### config.mk
export PLATFORM = sky130hd
export DESIGN_NAME = grade_statistics_engine
export DESIGN_NICKNAME = d
export VERILOG_FILES = /design/src/hdl/gse_pkg.sv /design/src/hdl/grade_statistics_engine.sv
export SDC_FILE = /design/constraint.sdc
export NUM_CORES = 2
export LEC_CHECK = 0
export BUFFER_PORTS_ARGS = -buffer_cell sky130_fd_sc_hd__buf_2
export CAP_MARGIN = 10
export CORE_MARGIN = 2
export CORE_UTILIZATION = 38
export CTS_CLUSTER_DIAMETER = 80
export DETAILED_ROUTE_END_ITERATION = 8
export GPL_TIMING_DRIVEN = 0
export HOLD_SLACK_MARGIN = 0.02
export PLACE_DENSITY = 0.59
export SLEW_MARGIN = 30
export SYNTH_ARGS = -nofsm -noshare
export SYNTH_HDL_FRONTEND = slang
export SYNTH_SLANG_ARGS = --single-unit
export TNS_END_PERCENT = 1
### constraint.sdc
create_clock -name clk -period 7 [get_ports clk]
set_input_delay 1.4 -clock clk [delete_from_list [all_inputs] [get_ports clk]]
set_output_delay 1.4 -clock clk [all_outputs]
set_load 0.01 [all_outputs]
### src/hdl/gse_pkg.sv
// Shared types and constants for the grade statistics engine.
// Depends on nothing; imported by grade_statistics_engine.
`timescale 1ns / 1ps

package gse_pkg;

	localparam int SCORE_W = 7;
	localparam int COUNT_W = 11;
	localparam int SUM_W   = 17;
	localparam int DIV_W   = 27;

	typedef logic [1:0]         req_t;
	typedef logic [1:0]         status_t;
	typedef logic [SCORE_W-1:0] score_t;
	typedef logic [COUNT_W-1:0] count_t;
	typedef logic [SUM_W-1:0]   sum_t;
	typedef logic [DIV_W-1:0]   div_t;

	localparam score_t SCORE_MAX       = 7'd100;
	localparam count_t MAX_SAMPLES     = 11'd1024;
	localparam score_t THRESHOLD_RESET = 7'd55;

	localparam logic [9:0]  MEAN_SCALE = 10'd1000;
	localparam logic [13:0] PASS_SCALE = 14'd10000;

	localparam req_t REQ_ADD   = 2'd0;
	localparam req_t REQ_SUM   = 2'd1;
	localparam req_t REQ_BIN   = 2'd2;
	localparam req_t REQ_CLEAR = 2'd3;

	localparam status_t ST_OK    = 2'd0;
	localparam status_t ST_FULL  = 2'd1;
	localparam status_t ST_RANGE = 2'd2;

endpackage

### src/hdl/grade_statistics_engine.sv
// Top level of the grade statistics engine: count store, sequencer and shared divider.
// Depends on gse_pkg for types, request codes and status codes.
`timescale 1ns / 1ps

// Usage.
// A request word is taken when start is high and busy is low; req_type selects
// adding a sample, a summary, a histogram bin read or a clear. Each request gives
// exactly one result word, shown for a single cycle with done high. The receiver
// cannot stall, so results are never held back.
// The threshold register is written with cfg_wr_en and cfg_wr_data; the user must write
// it only while idle, as the block itself does not enforce this. A refused sample, a
// clear, a summary of an empty store or an out-of-range bin goes straight to the done
// state; an added sample passes a registered read and the write-back of one count,
// a bin read a registered read. A summary with samples walks all 101 counts through the
// store's single read port and then runs two 27-step divisions on one shared restoring
// divider. busy is low again in the done cycle, so the next request may be taken there.
// Reset clears all counts at once through per-entry valid bits, zeroes the
// totals, sets the minimum to 100 and the threshold to 55.
module grade_statistics_engine (
	input  logic              clk,
	input  logic              arst_n,
	input  logic              start,
	output logic              busy,
	input  gse_pkg::req_t     req_type,
	input  gse_pkg::score_t   sample,
	input  gse_pkg::score_t   bin_index,
	input  logic              cfg_wr_en,
	input  gse_pkg::score_t   cfg_wr_data,
	output logic              done,
	output gse_pkg::status_t  status,
	output gse_pkg::count_t   sample_total,
	output gse_pkg::score_t   min_value,
	output gse_pkg::score_t   max_value,
	output logic [16:0]       mean_milli,
	output gse_pkg::score_t   median_value,
	output logic [13:0]       pass_centi,
	output gse_pkg::count_t   bin_count
);
	import gse_pkg::*;

	localparam logic [3:0] S_IDLE     = 4'd0;
	localparam logic [3:0] S_ADD_RD   = 4'd1;
	localparam logic [3:0] S_ADD_WR   = 4'd2;
	localparam logic [3:0] S_BIN_RD   = 4'd3;
	localparam logic [3:0] S_BIN_WAIT = 4'd4;
	localparam logic [3:0] S_WALK     = 4'd5;
	localparam logic [3:0] S_WALK_END = 4'd6;
	localparam logic [3:0] S_MEAN_LD  = 4'd7;
	localparam logic [3:0] S_DIV      = 4'd8;
	localparam logic [3:0] S_PASS_LD  = 4'd9;
	localparam logic [3:0] S_FIN      = 4'd10;

	logic [3:0]            state_q;
	score_t                smp_q;
	score_t                bin_q;
	score_t                thr_q;
	count_t                count_q;
	sum_t                  sum_q;
	score_t                lo_q;
	score_t                hi_q;
	logic [SCORE_MAX:0]    valid_q;

	count_t                mem [0:SCORE_MAX];
	count_t                rd_data_q;
	logic                  rd_vld_q;
	score_t                rd_addr;
	logic                  mem_we;
	count_t                cnt_eff;

	score_t                walk_q;
	score_t                acc_addr_q;
	logic                  acc_vld_q;
	count_t                seen_q;
	count_t                passed_q;
	logic                  found_q;
	count_t                seen_nx;
	count_t                target;
	logic                  acc_en;

	div_t                  div_num_q;
	count_t                div_rem_q;
	logic [4:0]            div_cnt_q;
	logic                  div_sel_q;
	logic [COUNT_W:0]      rem_sh;
	logic                  div_ge;
	count_t                rem_nx;
	div_t                  num_nx;

	status_t               res_status_q;
	logic [16:0]           res_mean_q;
	score_t                res_median_q;
	logic [13:0]           res_pass_q;
	count_t                res_bin_q;

	logic                  done_q;
	status_t               status_q;
	count_t                total_q;
	score_t                min_q;
	score_t                max_q;
	logic [16:0]           mean_q;
	score_t                median_q;
	logic [13:0]           pass_q;
	count_t                bin_cnt_q;

	always_comb begin
		case (state_q)
			S_ADD_RD: rd_addr = smp_q;
			S_BIN_RD: rd_addr = score_t'(bin_q + 7'd1);
			S_WALK:   rd_addr = walk_q;
			default:  rd_addr = '0;
		endcase
	end

	assign mem_we  = (state_q == S_ADD_WR);
	assign cnt_eff = rd_vld_q ? rd_data_q : '0;
	assign seen_nx = count_t'(seen_q + cnt_eff);
	assign target  = count_t'(({1'b0, count_q} + 12'd1) >> 1);
	assign acc_en  = (state_q == S_WALK && acc_vld_q) || state_q == S_WALK_END;

	assign rem_sh = {div_rem_q, div_num_q[DIV_W-1]};
	assign div_ge = rem_sh >= {1'b0, count_q};
	assign rem_nx = div_ge ? count_t'(rem_sh - {1'b0, count_q}) : count_t'(rem_sh);
	assign num_nx = {div_num_q[DIV_W-2:0], div_ge};

	always_ff @(posedge clk) begin
		if (mem_we) begin
			mem[smp_q] <= count_t'(cnt_eff + 11'd1);
		end
		rd_data_q <= mem[rd_addr];
	end

	always_ff @(posedge clk or negedge arst_n) begin
		if (!arst_n) begin
			state_q      <= S_IDLE;
			smp_q        <= '0;
			bin_q        <= '0;
			thr_q        <= THRESHOLD_RESET;
			count_q      <= '0;
			sum_q        <= '0;
			lo_q         <= SCORE_MAX;
			hi_q         <= '0;
			valid_q      <= '0;
			rd_vld_q     <= 1'b0;
			walk_q       <= '0;
			acc_addr_q   <= '0;
			acc_vld_q    <= 1'b0;
			seen_q       <= '0;
			passed_q     <= '0;
			found_q      <= 1'b0;
			div_num_q    <= '0;
			div_rem_q    <= '0;
			div_cnt_q    <= '0;
			div_sel_q    <= 1'b0;
			res_status_q <= ST_OK;
			res_mean_q   <= '0;
			res_median_q <= '0;
			res_pass_q   <= '0;
			res_bin_q    <= '0;
			done_q       <= 1'b0;
			status_q     <= ST_OK;
			total_q      <= '0;
			min_q        <= '0;
			max_q        <= '0;
			mean_q       <= '0;
			median_q     <= '0;
			pass_q       <= '0;
			bin_cnt_q    <= '0;
		end else begin
			done_q   <= 1'b0;
			rd_vld_q <= valid_q[rd_addr];
			if (cfg_wr_en) begin
				thr_q <= cfg_wr_data;
			end
			if (acc_en) begin
				seen_q <= seen_nx;
				if (!found_q && seen_nx >= target) begin
					res_median_q <= acc_addr_q;
					found_q      <= 1'b1;
				end
				if (acc_addr_q >= thr_q) begin
					passed_q <= count_t'(passed_q + cnt_eff);
				end
			end
			case (state_q)
				S_IDLE: begin
					if (start) begin
						smp_q        <= sample;
						bin_q        <= bin_index;
						res_status_q <= ST_OK;
						res_mean_q   <= '0;
						res_median_q <= '0;
						res_pass_q   <= '0;
						res_bin_q    <= '0;
						case (req_type)
							REQ_ADD: begin
								if (sample > SCORE_MAX) begin
									res_status_q <= ST_RANGE;
									state_q      <= S_FIN;
								end else if (count_q == MAX_SAMPLES) begin
									res_status_q <= ST_FULL;
									state_q      <= S_FIN;
								end else begin
									state_q <= S_ADD_RD;
								end
							end
							REQ_SUM: begin
								walk_q    <= '0;
								acc_vld_q <= 1'b0;
								seen_q    <= '0;
								passed_q  <= '0;
								found_q   <= 1'b0;
								state_q   <= (count_q == '0) ? S_FIN : S_WALK;
							end
							REQ_BIN: begin
								state_q <= (bin_index < SCORE_MAX) ? S_BIN_RD : S_FIN;
							end
							default: begin
								valid_q <= '0;
								count_q <= '0;
								sum_q   <= '0;
								lo_q    <= SCORE_MAX;
								hi_q    <= '0;
								state_q <= S_FIN;
							end
						endcase
					end
				end
				S_ADD_RD: begin
					state_q <= S_ADD_WR;
				end
				S_ADD_WR: begin
					valid_q[smp_q] <= 1'b1;
					count_q        <= count_t'(count_q + 11'd1);
					sum_q          <= sum_t'(sum_q + sum_t'(smp_q));
					if (smp_q < lo_q) begin
						lo_q <= smp_q;
					end
					if (smp_q > hi_q) begin
						hi_q <= smp_q;
					end
					state_q <= S_FIN;
				end
				S_BIN_RD: begin
					state_q <= S_BIN_WAIT;
				end
				S_BIN_WAIT: begin
					res_bin_q <= cnt_eff;
					state_q   <= S_FIN;
				end
				S_WALK: begin
					acc_vld_q  <= 1'b1;
					acc_addr_q <= walk_q;
					walk_q     <= score_t'(walk_q + 7'd1);
					if (walk_q == SCORE_MAX) begin
						state_q <= S_WALK_END;
					end
				end
				S_WALK_END: begin
					state_q <= S_MEAN_LD;
				end
				S_MEAN_LD: begin
					div_num_q <= div_t'(sum_q) * div_t'(MEAN_SCALE) + div_t'(count_q >> 1);
					div_rem_q <= '0;
					div_cnt_q <= 5'(DIV_W - 1);
					div_sel_q <= 1'b0;
					state_q   <= S_DIV;
				end
				S_PASS_LD: begin
					div_num_q <= div_t'(passed_q) * div_t'(PASS_SCALE) + div_t'(count_q >> 1);
					div_rem_q <= '0;
					div_cnt_q <= 5'(DIV_W - 1);
					div_sel_q <= 1'b1;
					state_q   <= S_DIV;
				end
				S_DIV: begin
					div_num_q <= num_nx;
					div_rem_q <= rem_nx;
					div_cnt_q <= 5'(div_cnt_q - 5'd1);
					if (div_cnt_q == '0) begin
						if (div_sel_q) begin
							res_pass_q <= num_nx[13:0];
							state_q    <= S_FIN;
						end else begin
							res_mean_q <= num_nx[16:0];
							state_q    <= S_PASS_LD;
						end
					end
				end
				S_FIN: begin
					done_q    <= 1'b1;
					status_q  <= res_status_q;
					total_q   <= count_q;
					min_q     <= lo_q;
					max_q     <= hi_q;
					mean_q    <= res_mean_q;
					median_q  <= res_median_q;
					pass_q    <= res_pass_q;
					bin_cnt_q <= res_bin_q;
					state_q   <= S_IDLE;
				end
				default: begin
					state_q <= S_IDLE;
				end
			endcase
		end
	end

	assign busy         = (state_q != S_IDLE);
	assign done         = done_q;
	assign status       = status_q;
	assign sample_total = total_q;
	assign min_value    = min_q;
	assign max_value    = max_q;
	assign mean_milli   = mean_q;
	assign median_value = median_q;
	assign pass_centi   = pass_q;
	assign bin_count    = bin_cnt_q;

endmodule
* Word level (Yosys, flattened, before mapping)
Memory sizes are Yosys's and may differ from the RTL's. A register that Yosys moved wholly into a read port is not among the register bits.
Cells that the tools add are included.
Widths: inputs -> output; s select.
** Cells by class
- Multiply operators :: 2
- $lt $le $gt $ge :: 10
- Reduce and logical (&&, ||, !) cells :: 29
- Equal/unequal tests :: 23
- Add/sub/neg operators :: 12
- Bitwise operators :: 1
- Mux-type cells :: 78
** Operator list (count)
- $mux 101 :: 2
- $pmux 101 s2 :: 1
- $mux 11 :: 14
- $or 101x101->101 :: 1
- $mux 17 :: 5
- $mux 7 :: 12
- $pmux 27 s3 :: 1
- $pmux 17 s2 :: 2
- $pmux 11 s2 :: 3
- $mux 14 :: 3
- $pmux 7 s2 :: 3
- $pmux 4 s8 :: 1
- $mux 4 :: 7
- $pmux 14 s2 :: 1
- $add 27x10->27 :: 1
- $add 25x10->26 :: 1
- $mul 17x7->24 const B :: 1
- $add 11x1->11 const B :: 2
- $add 11x11->11 :: 2
- $mul 11x10->21 const B :: 1
- $pmux 7 s3 :: 1
- $add 17x7->17 :: 1
- $eq 4x3->1 const B :: 4
- $lt 7x8->1 const B :: 2
- 43 further kinds :: 83
** Word-level totals
- Memories kept :: 1
- Logic and storage cells :: 190
- RAM bits :: 1111
- Output and inout bits :: 78
- Flip-flop bits (word level) :: 379
- Input bits :: 27
** Memory list
- mem :: depth 101, width 11, rd ports 1, clocked after Yosys merged registers in 1, write ports 1, RTL line grade_statistics_engine.sv:63 : count_t mem [0:SCORE_MAX];

* Logic depth before layout (Yosys ltp)
- Word-level depth :: 9
- Gate-level depth with buffers :: 22
- Mapped depth without buffers :: 22

* Worst setup path after synthesis
OpenSTA, ideal clock, no wires.
- Path kind :: register to register
- Start :: reg rd_vld_q
- End :: mem mem[0][8] (netlist bit), data pin
- Cell stages (with the launch flop) :: 10
- Arrival time :: 5.731 ns
- Path buffers :: 2
- Setup slack :: 0.494 ns
- Clock period less this slack :: 6.506 ns
- Cell sequence :: dfrtp_1 clkbuf_1 clkbuf_1 nand2_1 inv_1 ha_1 nand3_1 nor3_1 and3_1 xnor2_1
** On the way
- Word-level cells in the longest chain between the ends :: 2
** Ends and longest elaborated chain
- from (decl) :: RTL line grade_statistics_engine.sv:65 : logic rd_vld_q;
- from (signal assigned) :: RTL line grade_statistics_engine.sv:170 : rd_vld_q <= valid_q[rd_addr];
- $mux 11 :: RTL line grade_statistics_engine.sv:115 : assign cnt_eff = rd_vld_q ? rd_data_q : '0;
- $add 11x1->11 :: RTL line grade_statistics_engine.sv:127 : mem[smp_q] <= count_t'(cnt_eff + 11'd1);
- to (decl) :: RTL line grade_statistics_engine.sv:63
Every way passes these cells.

* Worst setup path in the final report
- Start :: reg passed_q[5]
- End :: reg div_num_q[22]
** On the way
- Word-level cells in the longest chain between the ends :: 3
** Ends and longest elaborated chain
- from (decl) :: RTL line grade_statistics_engine.sv:74 : count_t passed_q;
- from (signal assigned) :: RTL line grade_statistics_engine.sv:181 : passed_q <= count_t'(passed_q + cnt_eff);
- $mul 11x10->21 :: RTL line grade_statistics_engine.sv:269 : div_num_q <= div_t'(passed_q) * div_t'(PASS_SCALE) + div_t'(count_q >> 1);
- $add 25x10->26 :: RTL line grade_statistics_engine.sv:269
- $pmux 27 s3 :: RTL line grade_statistics_engine.sv:184 : case (state_q)
- to (signal assigned) :: RTL line grade_statistics_engine.sv:262 : div_num_q <= div_t'(sum_q) * div_t'(MEAN_SCALE) + div_t'(count_q >> 1);
- to (signal assigned) :: RTL line grade_statistics_engine.sv:269
- to (signal assigned) :: RTL line grade_statistics_engine.sv:276 : div_num_q <= num_nx;
- to (decl) :: RTL line grade_statistics_engine.sv:80 : div_t div_num_q;
Every way passes these cells.
A chain may end at the register's enable or synchronous reset.

==> impl_metrics.yaml <==
detailed_routing:
  dr.pass1.iters: 8
  routed_wl_mm: 273.6
  ant_nets: 0
  route.vias.total: 53415
  drc: 0
  post_drt_wl_per_cell_um: 30.52
  viasPerCell: 5.960
  drtIter0Drc: 7654
floorplanning:
  core_mm2: 0.1811
  die-width_um: 431.3
  die_h_um: 431.3
  rows: 156
  initial_core_util: 0.3831
  die-area_mm2: 0.1861
  io-pin-count: 105
critical_path:
  crit_fanout: 6
  cp_slowest_cell: "dfrtp_1"
  reg2reg_to: "div_num_q[22]$_DFFE_PN0P_"
  crit_required_ns: 7.69
  reg2reg_depth: 22
  worst-setup-path-type: "reg2reg"
  cp-end-kind: "register"
  max_stage_delay_ns: 0.53
  r2r_slack_ns: 1.09
  crit_chain: "inv_1 > fa_1 > inv_1 > ha_1 > inv_1 > fa_1 > inv_1 > ha_1 > inv_1 > fa_1 > inv_1 > ha_1 > nand2_1 > o21ai_0 > nor2_1 > o31ai_1 > o221ai_1 > nor2_1 > nand4_1 > xnor2_1 > a222oi_1 > a21oi_1"
  cp_top_family: "adder cells"
  cp-start-kind: "register"
  reg2reg_from: "passed_q[5]$_DFF_PN0_"
  path_buf_inv: 6
  cp_common_cell: "inv_1"
  cp_num_cells: 22
  worstPathArrival_ns: 6.60
  startpoint: "passed_q[5]$_DFF_PN0_"
logic_synthesis:
  syn-num-nets: 6367
  synth_commonest_cells: "nand2_1 (1485), edfxtp_1 (1111), nand3_1 (656), dfrtp_1 (371), inv_1 (230)"
  synth_top_cell_area_share: 0.4807
  synth.distinct_cells: 88
  synth_seq_area_share: 0.6207
  synth.avg_cell_area_um2: 11.46
  async_flop_share: 0.2525
  synth_area_mm2: 0.06940
  yosys_warnings: 0
  ys.flop_type: "edfxtp_1"
  synth_edf_count: 1111
  synth_seq_cells: 1501
  synth_area_leaders: "edfxtp_1 (48%), dfrtp_1 (13%), nand2_1 (8.0%), nand3_1 (4.7%), ha_1 (3.6%)"
  synth.most_common_cell: "nand2_1"
  synth_cells: 6056
  yosys.area.top_type: "edfxtp_1"
timing:
  finalSetupViolations: 0
  worstMarginPinSlew_ns: 1.314
  skew_ns: 0.06942
  worst_hold_slack_ns: 0.4774
  finalMaxSlewViolations: 0
  rsz0062_at_grt: "false"
  fin_setup_tns_ns: 0
  setup_ws_ns: 1.085
  min_period_ns: 5.915
  hold_violations: 0
  fmax_mhz: 169.1
  fin_crit_sh: 0.8450
  maxSlewHeadroom: 0.1180
job:
  cap_viol_max_count: 0
placed_design:
  pre_cts_slack_ns: 1.065
  dp_hpwl_mm: 198.7
  gp_congestion: 1.010
  port_buffers: 102
global_route:
  grt.overflow.total: 0
  grt_max_degree: 84
  grt_util_all_layers: 0.2902
  antenna_found_initial: 20
  grt_pass1_wl_mm: 380.3
  grt_pass1_vias: 50309
hold_path:
  min-delay-start: "valid_q[55]$_DFFE_PN0P_"
  hold_depth: 1
  whs_endpoint: "valid_q[55]$_DFFE_PN0P_"
  holdCritPathClass: "reg2reg"
clock_tree:
  cts.sink_count: 1501
  clock_path_buffers: 3
  h-tree-depth: 4
  post_cts_resized: 0
  cts_tree: "yes"
  insertion_delay_ns: 0.85
  cts_buffers: 162
  cts.reportedPaths.clkPinSlew_ns: 0.07
  cts-root-buf: "clkbuf_16"
  postCtsSetupRepairBufs: 0
  ctsHoldBuffers: 0
finish:
  drive_gt1_frac: 0.1435
  nets: 6765
  multi_input_area_mm2: 0.02447
  final_util: 0.4486
  areaGrowthSynthToFinish_pct: 17.10
  n_fill_cell: 16627
  ff_latch_area_mm2: 0.04308
power_and_ir_drop:
  p_per_area_mw_per_mm2: 484.9
  leakagePower_nw: 32.69
  vdd_drop_max_uv: 825.5
outcome:
  outcome: "completed"
state kept, by name, indices dropped and copies added (netlist names), 11 cells and up:
register	flops
passed_q	11
res_bin_q	11
div_num_q	27
seen_q	11
pass_centi	14
sample_total	11
sum_q	17
valid_q	101
mem	1111
mean_milli	17
bin_count	11
div_rem_q	11
res_pass_q	14
rd_data_q	11
count_q	11
res_mean_q	17
final cells by class:
| type | instances | share of cell area |
|---|---|---|
| Tap cell | 2370 | 0.03649 |
| Timing Repair Buffer | 234 | 0.03252 |
| Clock inverter | 77 | 0.01109 |
| Inverter | 231 | 0.01067 |
| Sequential cell | 1501 | 0.5301 |
| Buffer | 360 | 0.02254 |
| Antenna cell | 9 | 0.0002771 |
| Clock buffer | 217 | 0.05521 |
| Multi-Input combinational cell | 3964 | 0.3011 |
layout by cell type (no fill, tap or decap), types with 16 or more instances in the layout:
cell type	synthesis	routed
nor2_1	210	117
clkinv_2	0	25
clkinv_1	1	21
nor2_4	0	57
inv_1	230	230
nor3_1	54	46
mux2_2	86	86
buf_4	18	44
a21o_1	139	139
a21oi_1	137	137
a31oi_1	51	51
buf_2	143	249
nand2_1	1485	1484
and3_1	96	95
buf_1	23	17
xnor2_1	82	78
nor2b_1	21	21
buf_8	0	37
clkbuf_2	1	32
nand3_1	656	656
buf_16	0	33
a311oi_1	196	179
o21a_1	17	17
clkbuf_1	150	158
xor2_1	40	40
dfrtp_1	371	371
clkbuf_16	0	167
nand2b_1	22	22
edfxtp_1	1111	1111
mux2i_1	18	16
ha_1	200	199
nor2_2	0	36
o21bai_1	16	16
fa_1	84	84
buf_6	25	55
o21ai_0	142	142
o22ai_1	22	21
how the worst max path moves through the flow:
stage / to / slack (ns)
2_1_floorplan: mem[0][8]$_DFFE_PP_ / 0.49
3_3_place_gp: mem[43][2]$_DFFE_PP_ / -6.96
3_5_place_dp: div_num_q[26]$_DFFE_PN0P_ / 1.06
4_1_cts: div_num_q[26]$_DFFE_PN0P_ / 1.08
5_1_grt: div_num_q[22]$_DFFE_PN0P_ / 0.62
6_report: div_num_q[22]$_DFFE_PN0P_ / 1.09
cell families after synthesis:
kind of cell,after synthesis,synth area share
AOI/OAI and AO/OA,839,0.08485
adders and majority gates,284,0.06029
DFF,1501,0.6207
xor gates and xnor gates,124,0.01605
muxes,106,0.01720
and+or+nand+nor,2611,0.1627
buffers and inverters,591,0.03824
report_power, final:
part | internal, mW | switching (mW) | leakage [nW] | total [mW]
Clock | 5.01 | 3.77 | 2.61 | 8.78
Sequential | 10.7 | 0.765 | 15.4 | 11.4
Combinational | 6.71 | 12.5 | 14.7 | 19.2
Total | 22.4 | 17.0 | 32.7 | 39.4
metrics by stage:
stage,power (mW),cells,area [um2]
global route,41.67,8955,81240
finish,39.40,8963,81260
CTS,39.26,8954,81130
global placement,30.11,8528,72870
floorplan,24.34,6056,69400
detailed placement,30.52,8660,75750
routing by layer:
layer | wire length, um | GRT usage
met5 | 108 | 0
met4 | 21930 | 0.1912
met3 | 33440 | 0.09260
met2 | 119300 | 0.4376
met1 | 98750 | 0.3576
worst reg2reg max path: cells and delay by family, from the launching register on:
family          cells  cell delay (ns)
fa+ha+maj           6             2.45
compound gates      5             1.47
xor+xnor            1             0.26
buf+inv             6             0.38
flops               1             0.53
simple gates        4             0.69
Power figures use the tool's default switching activity.
